--- src/design/gcne_pkg.sv ---
// ----------------------------------------------------------------------------
// gcne_pkg
// Shared types and constants for the grid cell neighbour enumerator.
// ----------------------------------------------------------------------------
package gcne_pkg;

    localparam int GRID_COLS_DEF = 16;
    localparam int GRID_ROWS_DEF = 16;

    localparam int COORD_W = 24;   // signed Q15.8 position
    localparam int EXT_W   = 23;   // unsigned Q15.8 extent / radius
    localparam int CELL_W  = 9;    // signed cell index
    localparam int QUO_W   = 8;    // raw quotient bits
    localparam int NPTS    = 5;    // centre, east, north, west, south
    localparam int NSLOTS  = 9;    // result slots per item

    localparam logic [1:0] REG_WORLD_WIDTH  = 2'd0;
    localparam logic [1:0] REG_WORLD_LENGTH = 2'd1;
    localparam logic [1:0] REG_CELL_WIDTH   = 2'd2;
    localparam logic [1:0] REG_CELL_LENGTH  = 2'd3;

    localparam logic [EXT_W-1:0] WORLD_WIDTH_RST  = 23'd262144;
    localparam logic [EXT_W-1:0] WORLD_LENGTH_RST = 23'd262144;
    localparam logic [EXT_W-1:0] CELL_WIDTH_RST   = 23'd16384;
    localparam logic [EXT_W-1:0] CELL_LENGTH_RST  = 23'd16384;

    localparam logic [CELL_W-1:0] CELL_NONE = 9'h1FF;

    // point order inside a record
    localparam int PT_C = 0;
    localparam int PT_E = 1;
    localparam int PT_N = 2;
    localparam int PT_W = 3;
    localparam int PT_S = 4;

    typedef struct packed {
        logic load;
        logic step;
        logic first;
    } div_ctrl_t;

    typedef struct packed {
        logic [NPTS-1:0][CELL_W-1:0] cx;
        logic [NPTS-1:0][CELL_W-1:0] cz;
        logic [3:0]                  diff;  // {S, W, N, E} differ from centre
    } gcne_rec_t;

    typedef enum logic [1:0] {
        F_IDLE,
        F_RUN,
        F_DONE
    } front_state_t;

endpackage

--- src/design/gcne_div.sv ---
// ----------------------------------------------------------------------------
// gcne_div
// Restoring divider for one axis: a first step checks for overflow, then one quotient bit per step, saturated index.
// ----------------------------------------------------------------------------
module gcne_div #(
    parameter int LIMIT = gcne_pkg::GRID_COLS_DEF
) (
    input  logic                      clk,
    input  gcne_pkg::div_ctrl_t       ctrl,
    input  logic [gcne_pkg::EXT_W-1:0] dividend,
    input  logic [gcne_pkg::EXT_W-1:0] divisor,
    output logic [gcne_pkg::QUO_W-1:0] quot
);
    import gcne_pkg::*;

    localparam logic [QUO_W-1:0] MAX_IDX = QUO_W'(LIMIT - 1);

    logic [EXT_W-1:0]       rem_reg;
    logic [EXT_W+QUO_W-1:0] dsh_reg;
    logic [QUO_W-1:0]       q_reg;
    logic                   sat_reg;
    logic                   ge;
    logic [QUO_W-1:0]       q_full;

    assign ge = {{QUO_W{1'b0}}, rem_reg} >= dsh_reg;

    always_ff @(posedge clk)
    begin
        if (ctrl.load)
        begin
            rem_reg <= dividend;
            dsh_reg <= {divisor, {QUO_W{1'b0}}};
            q_reg   <= '0;
            sat_reg <= (divisor == '0);
        end
        else if (ctrl.step)
        begin
            dsh_reg <= dsh_reg >> 1;
            if (ctrl.first)
            begin
                // quotient of 256 or more saturates
                sat_reg <= sat_reg | ge;
            end
            else if (ge)
            begin
                rem_reg <= rem_reg - dsh_reg[EXT_W-1:0];
                q_reg   <= {q_reg[QUO_W-2:0], 1'b1};
            end
            else
            begin
                q_reg   <= {q_reg[QUO_W-2:0], 1'b0};
            end
        end
    end

    assign q_full = sat_reg ? {QUO_W{1'b1}} : q_reg;
    assign quot   = (q_full > MAX_IDX) ? MAX_IDX : q_full;

endmodule

--- src/design/gcne_front.sv ---
// ----------------------------------------------------------------------------
// gcne_front
// Accept a query, map its five points to cells and classify the neighbours.
// ----------------------------------------------------------------------------
module gcne_front #(
    parameter int GRID_COLS = gcne_pkg::GRID_COLS_DEF,
    parameter int GRID_ROWS = gcne_pkg::GRID_ROWS_DEF
) (
    input  logic                          clk,
    input  logic                          rst_n,
    input  logic                          in_valid,
    output logic                          in_ready,
    input  logic signed [gcne_pkg::COORD_W-1:0] pos_x,
    input  logic signed [gcne_pkg::COORD_W-1:0] pos_z,
    input  logic [gcne_pkg::EXT_W-1:0]    radius,
    input  logic [gcne_pkg::EXT_W-1:0]    world_width,
    input  logic [gcne_pkg::EXT_W-1:0]    world_length,
    input  logic [gcne_pkg::EXT_W-1:0]    cell_width,
    input  logic [gcne_pkg::EXT_W-1:0]    cell_length,
    output logic                          push_valid,
    input  logic                          push_ready,
    output gcne_pkg::gcne_rec_t           push_rec
);
    import gcne_pkg::*;

    localparam int DIV_STEPS = QUO_W + 1;
    localparam int CNT_W     = $clog2(DIV_STEPS);
    localparam logic [CNT_W-1:0] CNT_LAST = CNT_W'(DIV_STEPS - 1);

    front_state_t     state_reg, state_next;
    logic [CNT_W-1:0] cnt_reg, cnt_next;
    logic [NPTS-1:0]  pv_reg;
    logic             accept;
    div_ctrl_t        dctl;

    logic signed [COORD_W:0] px_pt [NPTS];
    logic signed [COORD_W:0] pz_pt [NPTS];
    logic [NPTS-1:0]         pv_in;
    logic [QUO_W-1:0]        qx [NPTS];
    logic [QUO_W-1:0]        qz [NPTS];
    logic [NPTS-1:0][CELL_W-1:0] ox, oz;

    function automatic logic in_world(input logic signed [COORD_W:0] p,
                                      input logic [EXT_W-1:0] w);
        return !p[COORD_W] && (p[COORD_W-1:0] < {1'b0, w});
    endfunction

    // offset points, one bit wider so nothing overflows
    always_comb
    begin
        logic signed [COORD_W:0] x0, z0, r0;
        x0 = {pos_x[COORD_W-1], pos_x};
        z0 = {pos_z[COORD_W-1], pos_z};
        r0 = {2'b00, radius};
        px_pt[PT_C] = x0;      pz_pt[PT_C] = z0;
        px_pt[PT_E] = x0 + r0; pz_pt[PT_E] = z0;
        px_pt[PT_N] = x0;      pz_pt[PT_N] = z0 + r0;
        px_pt[PT_W] = x0 - r0; pz_pt[PT_W] = z0;
        px_pt[PT_S] = x0;      pz_pt[PT_S] = z0 - r0;
        for (int k = 0; k < NPTS; k++)
        begin
            pv_in[k] = in_world(px_pt[k], world_width) && in_world(pz_pt[k], world_length);
        end
    end

    assign accept = in_valid && in_ready;

    // next state
    always_comb
    begin
        state_next = state_reg;
        cnt_next   = cnt_reg;
        unique case (state_reg)
            F_IDLE:
            begin
                if (accept)
                begin
                    state_next = F_RUN;
                    cnt_next   = '0;
                end
            end
            F_RUN:
            begin
                cnt_next = cnt_reg + 1'b1;
                if (cnt_reg == CNT_LAST)
                begin
                    state_next = F_DONE;
                end
            end
            F_DONE:
            begin
                if (accept)
                begin
                    state_next = F_RUN;
                    cnt_next   = '0;
                end
                else if (push_ready)
                begin
                    state_next = F_IDLE;
                end
            end
            default:
            begin
                state_next = F_IDLE;
            end
        endcase
    end

    // outputs
    always_comb
    begin
        in_ready   = 1'b0;
        push_valid = 1'b0;
        dctl.step  = 1'b0;
        dctl.first = (cnt_reg == '0);
        unique case (state_reg)
            F_IDLE: in_ready = 1'b1;
            F_RUN:  dctl.step = 1'b1;
            F_DONE:
            begin
                push_valid = 1'b1;
                in_ready   = push_ready;
            end
            default: in_ready = 1'b0;
        endcase
        dctl.load = accept;
    end

    always_ff @(posedge clk or negedge rst_n)
    begin
        if (!rst_n)
        begin
            state_reg <= F_IDLE;
            cnt_reg   <= '0;
        end
        else
        begin
            state_reg <= state_next;
            cnt_reg   <= cnt_next;
        end
    end

    always_ff @(posedge clk)
    begin
        if (accept)
        begin
            pv_reg <= pv_in;
        end
    end

    for (genvar k = 0; k < NPTS; k++)
    begin : g_pt
        gcne_div #(.LIMIT(GRID_COLS)) u_div_x (
            .clk      (clk),
            .ctrl     (dctl),
            .dividend (px_pt[k][EXT_W-1:0]),
            .divisor  (cell_width),
            .quot     (qx[k])
        );
        gcne_div #(.LIMIT(GRID_ROWS)) u_div_z (
            .clk      (clk),
            .ctrl     (dctl),
            .dividend (pz_pt[k][EXT_W-1:0]),
            .divisor  (cell_length),
            .quot     (qz[k])
        );
    end

    // fall back to the centre cell for any invalid offset point
    always_comb
    begin
        for (int k = 0; k < NPTS; k++)
        begin
            ox[k] = pv_reg[k] ? {1'b0, qx[k]} : CELL_NONE;
            oz[k] = pv_reg[k] ? {1'b0, qz[k]} : CELL_NONE;
        end
        push_rec.cx[PT_C] = ox[PT_C];
        push_rec.cz[PT_C] = oz[PT_C];
        for (int k = 1; k < NPTS; k++)
        begin
            push_rec.cx[k]     = pv_reg[k] ? ox[k] : ox[PT_C];
            push_rec.cz[k]     = pv_reg[k] ? oz[k] : oz[PT_C];
            push_rec.diff[k-1] = (push_rec.cx[k] != ox[PT_C]) ||
                                 (push_rec.cz[k] != oz[PT_C]);
        end
    end

endmodule

--- src/design/gcne_fifo.sv ---
// ----------------------------------------------------------------------------
// gcne_fifo
// Two-entry queue of classified records between front and back.
// ----------------------------------------------------------------------------
module gcne_fifo (
    input  logic                clk,
    input  logic                rst_n,
    input  logic                push_valid,
    output logic                push_ready,
    input  gcne_pkg::gcne_rec_t push_rec,
    output logic                pop_valid,
    input  logic                pop_ready,
    output gcne_pkg::gcne_rec_t pop_rec
);
    import gcne_pkg::*;

    gcne_rec_t  mem [2];
    logic       wr_ptr_reg, rd_ptr_reg;
    logic [1:0] cnt_reg;
    logic       do_push, do_pop;

    assign push_ready = (cnt_reg != 2'd2);
    assign pop_valid  = (cnt_reg != 2'd0);
    assign do_push    = push_valid && push_ready;
    assign do_pop     = pop_valid && pop_ready;
    assign pop_rec    = mem[rd_ptr_reg];

    always_ff @(posedge clk)
    begin
        if (do_push)
        begin
            mem[wr_ptr_reg] <= push_rec;
        end
    end

    always_ff @(posedge clk or negedge rst_n)
    begin
        if (!rst_n)
        begin
            wr_ptr_reg <= 1'b0;
            rd_ptr_reg <= 1'b0;
            cnt_reg    <= 2'd0;
        end
        else
        begin
            if (do_push)
            begin
                wr_ptr_reg <= ~wr_ptr_reg;
            end
            if (do_pop)
            begin
                rd_ptr_reg <= ~rd_ptr_reg;
            end
            cnt_reg <= cnt_reg + {1'b0, do_push} - {1'b0, do_pop};
        end
    end

endmodule

--- src/design/gcne_back.sv ---
// ----------------------------------------------------------------------------
// gcne_back
// Walk a record's emit mask and hand out one cell per cycle while the output is not stalled.
// ----------------------------------------------------------------------------
module gcne_back (
    input  logic                clk,
    input  logic                rst_n,
    input  logic                pop_valid,
    output logic                pop_ready,
    input  gcne_pkg::gcne_rec_t pop_rec,
    output logic                out_valid,
    input  logic                out_ready,
    output logic [gcne_pkg::CELL_W-1:0] cell_x,
    output logic [gcne_pkg::CELL_W-1:0] cell_z,
    output logic                last
);
    import gcne_pkg::*;

    gcne_rec_t         rec_reg;
    logic [NSLOTS-1:0] mask_reg, mask_after, low_bit, new_mask;
    logic              ov_reg, adv;
    logic [CELL_W-1:0] ox_reg, oz_reg, sx, sz;
    logic              olast_reg;
    logic              e, n, w, s;

    assign adv = (mask_reg != '0) && (!ov_reg || out_ready);

    // lowest pending slot
    assign low_bit    = mask_reg & (~mask_reg + 1'b1);
    assign mask_after = adv ? (mask_reg & ~low_bit) : mask_reg;
    assign pop_ready  = (mask_after == '0);

    assign e = pop_rec.diff[0];
    assign n = pop_rec.diff[1];
    assign w = pop_rec.diff[2];
    assign s = pop_rec.diff[3];
    // slot order: C, E, N, W, S, EN, WN, WS, ES
    assign new_mask = {e & s, w & s, w & n, e & n, s, w, n, e, 1'b1};

    always_comb
    begin
        priority if (low_bit[0]) begin sx = rec_reg.cx[PT_C]; sz = rec_reg.cz[PT_C]; end
        else if (low_bit[1])     begin sx = rec_reg.cx[PT_E]; sz = rec_reg.cz[PT_E]; end
        else if (low_bit[2])     begin sx = rec_reg.cx[PT_N]; sz = rec_reg.cz[PT_N]; end
        else if (low_bit[3])     begin sx = rec_reg.cx[PT_W]; sz = rec_reg.cz[PT_W]; end
        else if (low_bit[4])     begin sx = rec_reg.cx[PT_S]; sz = rec_reg.cz[PT_S]; end
        else if (low_bit[5])     begin sx = rec_reg.cx[PT_E]; sz = rec_reg.cz[PT_N]; end
        else if (low_bit[6])     begin sx = rec_reg.cx[PT_W]; sz = rec_reg.cz[PT_N]; end
        else if (low_bit[7])     begin sx = rec_reg.cx[PT_W]; sz = rec_reg.cz[PT_S]; end
        else                     begin sx = rec_reg.cx[PT_E]; sz = rec_reg.cz[PT_S]; end
    end

    always_ff @(posedge clk or negedge rst_n)
    begin
        if (!rst_n)
        begin
            mask_reg <= '0;
            ov_reg   <= 1'b0;
        end
        else
        begin
            mask_reg <= (pop_valid && pop_ready) ? new_mask : mask_after;
            if (adv)
            begin
                ov_reg <= 1'b1;
            end
            else if (out_ready)
            begin
                ov_reg <= 1'b0;
            end
        end
    end

    always_ff @(posedge clk)
    begin
        if (pop_valid && pop_ready)
        begin
            rec_reg <= pop_rec;
        end
        if (adv)
        begin
            ox_reg    <= sx;
            oz_reg    <= sz;
            olast_reg <= (mask_after == '0);
        end
    end

    assign out_valid = ov_reg;
    assign cell_x    = ox_reg;
    assign cell_z    = oz_reg;
    assign last      = olast_reg;

endmodule

--- src/design/grid_cell_neighbour_enumerator.sv ---
// ----------------------------------------------------------------------------
// grid_cell_neighbour_enumerator
// Map a query point and radius to the grid cells the circle may touch.
// ----------------------------------------------------------------------------
//  channel  | signals                                   | role
//  ---------+-------------------------------------------+---------------------
//  query    | in_valid/in_ready, pos_x, pos_z, radius   | one item per query
//  cells    | out_valid/out_ready, cell_x, cell_z, last | 1..9 items per query
//  config   | cfg_we, cfg_addr, cfg_wdata               | register writes
//
//  A query enters the front with a load and nine steps of the ten radix-2
//  dividers (one per axis per point); the next query enters in the cycle
//  its predecessor's record is queued. The back emits one cell a cycle
//  unless stalled. Reset clears control state and loads the default world
//  and cell extents. A two-entry record queue lets front and back stall
//  independently; the output register holds a cell until it is taken.
// ----------------------------------------------------------------------------
module grid_cell_neighbour_enumerator #(
    parameter int GRID_COLS = gcne_pkg::GRID_COLS_DEF,
    parameter int GRID_ROWS = gcne_pkg::GRID_ROWS_DEF
) (
    input  logic                              clk,
    input  logic                              rst_n,
    input  logic                              cfg_we,
    input  logic [1:0]                        cfg_addr,
    input  logic [gcne_pkg::EXT_W-1:0]        cfg_wdata,
    input  logic                              in_valid,
    output logic                              in_ready,
    input  logic signed [gcne_pkg::COORD_W-1:0] pos_x,
    input  logic signed [gcne_pkg::COORD_W-1:0] pos_z,
    input  logic [gcne_pkg::EXT_W-1:0]        radius,
    output logic                              out_valid,
    input  logic                              out_ready,
    output logic signed [gcne_pkg::CELL_W-1:0] cell_x,
    output logic signed [gcne_pkg::CELL_W-1:0] cell_z,
    output logic                              last
);
    import gcne_pkg::*;

    logic [EXT_W-1:0] world_width_reg, world_length_reg;
    logic [EXT_W-1:0] cell_width_reg, cell_length_reg;

    logic      push_valid, push_ready, pop_valid, pop_ready;
    gcne_rec_t push_rec, pop_rec;
    logic [CELL_W-1:0] cx, cz;

    // configuration registers
    always_ff @(posedge clk or negedge rst_n)
    begin
        if (!rst_n)
        begin
            world_width_reg  <= WORLD_WIDTH_RST;
            world_length_reg <= WORLD_LENGTH_RST;
            cell_width_reg   <= CELL_WIDTH_RST;
            cell_length_reg  <= CELL_LENGTH_RST;
        end
        else if (cfg_we)
        begin
            unique case (cfg_addr)
                REG_WORLD_WIDTH:  world_width_reg  <= cfg_wdata;
                REG_WORLD_LENGTH: world_length_reg <= cfg_wdata;
                REG_CELL_WIDTH:   cell_width_reg   <= cfg_wdata;
                REG_CELL_LENGTH:  cell_length_reg  <= cfg_wdata;
                default:          cell_length_reg  <= cell_length_reg;
            endcase
        end
    end

    // front: accept the query, divide, classify sides
    gcne_front #(
        .GRID_COLS (GRID_COLS),
        .GRID_ROWS (GRID_ROWS)
    ) u_front (
        .clk          (clk),
        .rst_n        (rst_n),
        .in_valid     (in_valid),
        .in_ready     (in_ready),
        .pos_x        (pos_x),
        .pos_z        (pos_z),
        .radius       (radius),
        .world_width  (world_width_reg),
        .world_length (world_length_reg),
        .cell_width   (cell_width_reg),
        .cell_length  (cell_length_reg),
        .push_valid   (push_valid),
        .push_ready   (push_ready),
        .push_rec     (push_rec)
    );

    // hold up to two classified queries
    gcne_fifo u_fifo (
        .clk        (clk),
        .rst_n      (rst_n),
        .push_valid (push_valid),
        .push_ready (push_ready),
        .push_rec   (push_rec),
        .pop_valid  (pop_valid),
        .pop_ready  (pop_ready),
        .pop_rec    (pop_rec)
    );

    // back: emit centre, sides, then diagonals
    gcne_back u_back (
        .clk       (clk),
        .rst_n     (rst_n),
        .pop_valid (pop_valid),
        .pop_ready (pop_ready),
        .pop_rec   (pop_rec),
        .out_valid (out_valid),
        .out_ready (out_ready),
        .cell_x    (cx),
        .cell_z    (cz),
        .last      (last)
    );

    assign cell_x = signed'(cx);
    assign cell_z = signed'(cz);

endmodule

--- config.mk ---
export PLATFORM = sky130hd
export DESIGN_NAME = grid_cell_neighbour_enumerator
export DESIGN_NICKNAME = d
export VERILOG_FILES = /design/src/design/gcne_pkg.sv /design/src/design/gcne_div.sv /design/src/design/gcne_front.sv /design/src/design/gcne_fifo.sv /design/src/design/gcne_back.sv /design/src/design/grid_cell_neighbour_enumerator.sv
export SDC_FILE = /design/constraint.sdc
export NUM_CORES = 2
export LEC_CHECK = 0
export BUFFER_PORTS_ARGS = -buffer_cell sky130_fd_sc_hd__buf_2
export CAP_MARGIN = 30
export CORE_MARGIN = 2
export CORE_UTILIZATION = 60
export DETAILED_ROUTE_END_ITERATION = 7
export PLACE_DENSITY = 0.87
export RECOVER_POWER = 100
export SETUP_SLACK_MARGIN = 0.5
export SYNTH_ARGS = -nofsm -noshare
export SYNTH_HDL_FRONTEND = slang
export SYNTH_SLANG_ARGS = --single-unit
--- constraint.sdc ---
create_clock -name clk -period 21.2 [get_ports clk]
set_clock_uncertainty 0.2 [all_clocks]
set_input_delay 4.24 -clock clk [delete_from_list [all_inputs] [get_ports clk]]
set_output_delay 4.24 -clock clk [all_outputs]
set_load 0.005 [all_outputs]
==> metrics <==
# DRC 0; Via density 6.51; leakage power 21.0 nW; status complete, but fails checks; largest delay contributor family on the critical path buffers and inverters; Core ar. 0.0805 mm2; I/O pin total 122; Slew Viols, Final 1,126; RD Place Congestion 1.01; critical-path cell list clkbuf_1 -> nand2_1 -> clkinvlp_2 -> buf_12 -> clkbuf_1 -> nand2_1 -> o21ai_0; Cells after DPL 5,883; CP bufs+invs 4; Worst-Margin Slew 5170 ps; I/O Buffers 121; max reg flops 178; largest stage delay on the critical path 4200 ps; max cap viols 21; Final period util 65.6%; share of flip-flops with an asynchronous set or reset 14.3%; Net count, final 5,481; Area contributors post-synth edfxtp_1 35%, ha_1 12%, dfrtp_1 5.5%; Cell variety after synth 95; Post-DP HPWL 104 mm; Synth area leader edfxtp_1; first-pass GRT wire length 219 mm; Cells after Synth 4,832; Die X 289 um; largest net degree at the start of global routing 168; minimum clock period after layout 13,910 ps; final count of hold timing violations 0; Seq cells post-synth 781; Power Density 169 mW/mm2; vias in the first global route 38.4k; worst endpoint data arrival time 13,960 ps; commonest non-fill, non-tap cell in the layout edfxtp_1; Hold WC Path Type flip-flop to flip-flop; Post-synth EDFFs 573; Worst Setup Start Kind input pin; WS Path Type input pin to flip-flop; share of cells above drive strength 1 9.36%; Pre-antenna DRT Iters 6; post-synthesis average cell area 10.1 um2; max_slew headroom -246%; CP max-delay cell clkinvlp_2; DR iter-0 viols 4,551; Top FF cell, synth edfxtp_1; postcts setup bufs 0; starting density of the core 60.5%; crit path capture type flip-flop; Clock Path Buffers 3; failing checks max-capacitance violations, max-slew violations; Routed Antenna Nets 0; TritonCTS buffer count 83; die area 0.0835 mm2; Max IR drop VDD 0.108 mV; Final Util 66.0%; Fmax 0.0719 GHz; Die H 289 um; Worst-path clk slew 70 ps; RSZ-0062 raised after global routing no; total detailed-routing wirelength 145 mm; Site Rows 104; drt wl/cell 24.0 um; commonest non-fill, non-tap cells in the layout 573 x edfxtp_1, 505 x nand2_1, 458 x ha_1; initial antenna violation count 16; Final setup viols 0; Net Count, Synth 5,405; htree depth 3; P&R area growth vs syn 9.01%; gr usage total 34.4%; total grt overflow 0; setup TNS 0 ps; CTS resizes 0; Synthesis Warnings 0; Mapped Area 0.0488 mm2; Worst-Skew Late Latency 680 ps; Crit Path Max Fanout 167; Root Driver clkbuf_16; Via Count 39.4k; Layout Cells excl Fill 6,053; CTS tree done; Seq/Total Area, Yosys 45.0%; Sink Count 781; Hold WS 257 ps; top cell type's share of synthesized area 35.3%; Critical Path RT 21,250 ps; hold buffer count at CTS 0
[metal layers]
layer  up-vias  GRT usage (%)  part of all wire [%]
met4         2           22.9                   7.5
met1     18900           42.7                    38
li1      18000              -                     -
met3       498           5.87                   8.9
met5         -              0                0.0076
met2      2070           55.4                    46
[per-stage QoR]
step	total power [W]	setup slack [ps]	cell area [um2]
floorplan	0.00606	13270	48800
global placement	0.00706	12610	50300
detailed placement	0.00724	12720	50500
CTS	0.00885	13330	53500
global route	0.00952	6810	53100
finish	0.00896	7290	53100
[final cells by class]
class                           instances  area [um2]
Clock buffer                          126        2500
Clock inverter                         30         458
Antenna cell                           14        35.0
Multi-Input combinational cell       3625       25200
Inverter                              253         951
Fill cell                            5981       27400
Sequential cell                       781       21900
Timing Repair Buffer                  164         779
Tap cell                             1060        1330
[cells in the mapped netlist (51+ instances only)]
master and n:
nand2_1 506, nand4_1 51, dfxtp_1 96, dfrtp_1 108, nand3_1 83, nor2_1 310
ha_1 458, clkbuf_1 126, mux2_2 180, a21oi_1 428, a21o_1 128, nor3_1 72
edfxtp_1 573, xor2_1 117, nand2b_1 55, xnor2_1 146, o21ai_0 387, inv_1 252
[worst reg2reg max path, cell delays in order (launching register included)]
cell and delay [ps]:
dfrtp_1 400, nor2b_1 300, a21oi_1 120, clkbuf_1 350, nand2_1 820, clkinvlp_2 4210, buf_12 1490, clkbuf_1 1500
nand2_1 1210, o21ai_0 230
[path summary, 6_finish.rpt]
path / startpoint / end / slack, ps / cells after the start
min reg2reg: u_front.g_pt[4].u_div_z.q_reg[7]$_SDFFE_PP0P_ / u_front.g_pt[4].u_div_z.q_reg[7]$_SDFFE_PP0P_ / 260 / 2
min in group asynchronous: rst_n / u_back.out_valid$_DFFE_PN0P_ / 3290 / 1
max reg2reg: u_fifo.cnt_reg[1]$_DFF_PN0_ / u_front.g_pt[2].u_div_x.rem_reg[8]$_DFFE_PP_ / 9950 / 9
max in group asynchronous: rst_n / world_length_reg[7]$_DFFE_PN0P_ / 11760 / 3
max: in_valid / u_front.g_pt[2].u_div_x.rem_reg[8]$_DFFE_PP_ / 7290 / 7
min: u_front.g_pt[4].u_div_z.q_reg[7]$_SDFFE_PP0P_ / u_front.g_pt[4].u_div_z.q_reg[7]$_SDFFE_PP0P_ / 260 / 2
[logic make-up (layout without fill, tap and decap cells)]
group	Yosys count	after routing	synth area share (%)
buffers and inverters	426	573	3.36
xor gates and xnor gates	263	263	4.72
AOI/OAI and AO/OA	1387	1387	17.7
and+or+nand+nor	1309	1309	12.5
other	0	14	0
muxes	193	193	4.42
DFF	781	781	45.0
adders and majority gates	473	473	12.3
[power breakdown]
part,internal (W),switching [W],total (W),leakage [nW]
Clock,0.000891,0.000655,0.00155,1.42
Combinational,0.00187,0.00293,0.00480,12.2
Sequential,0.00241,0.000202,0.00261,7.43
Total,0.00517,0.00379,0.00896,21.0
(Power assumes the default switching activity.)
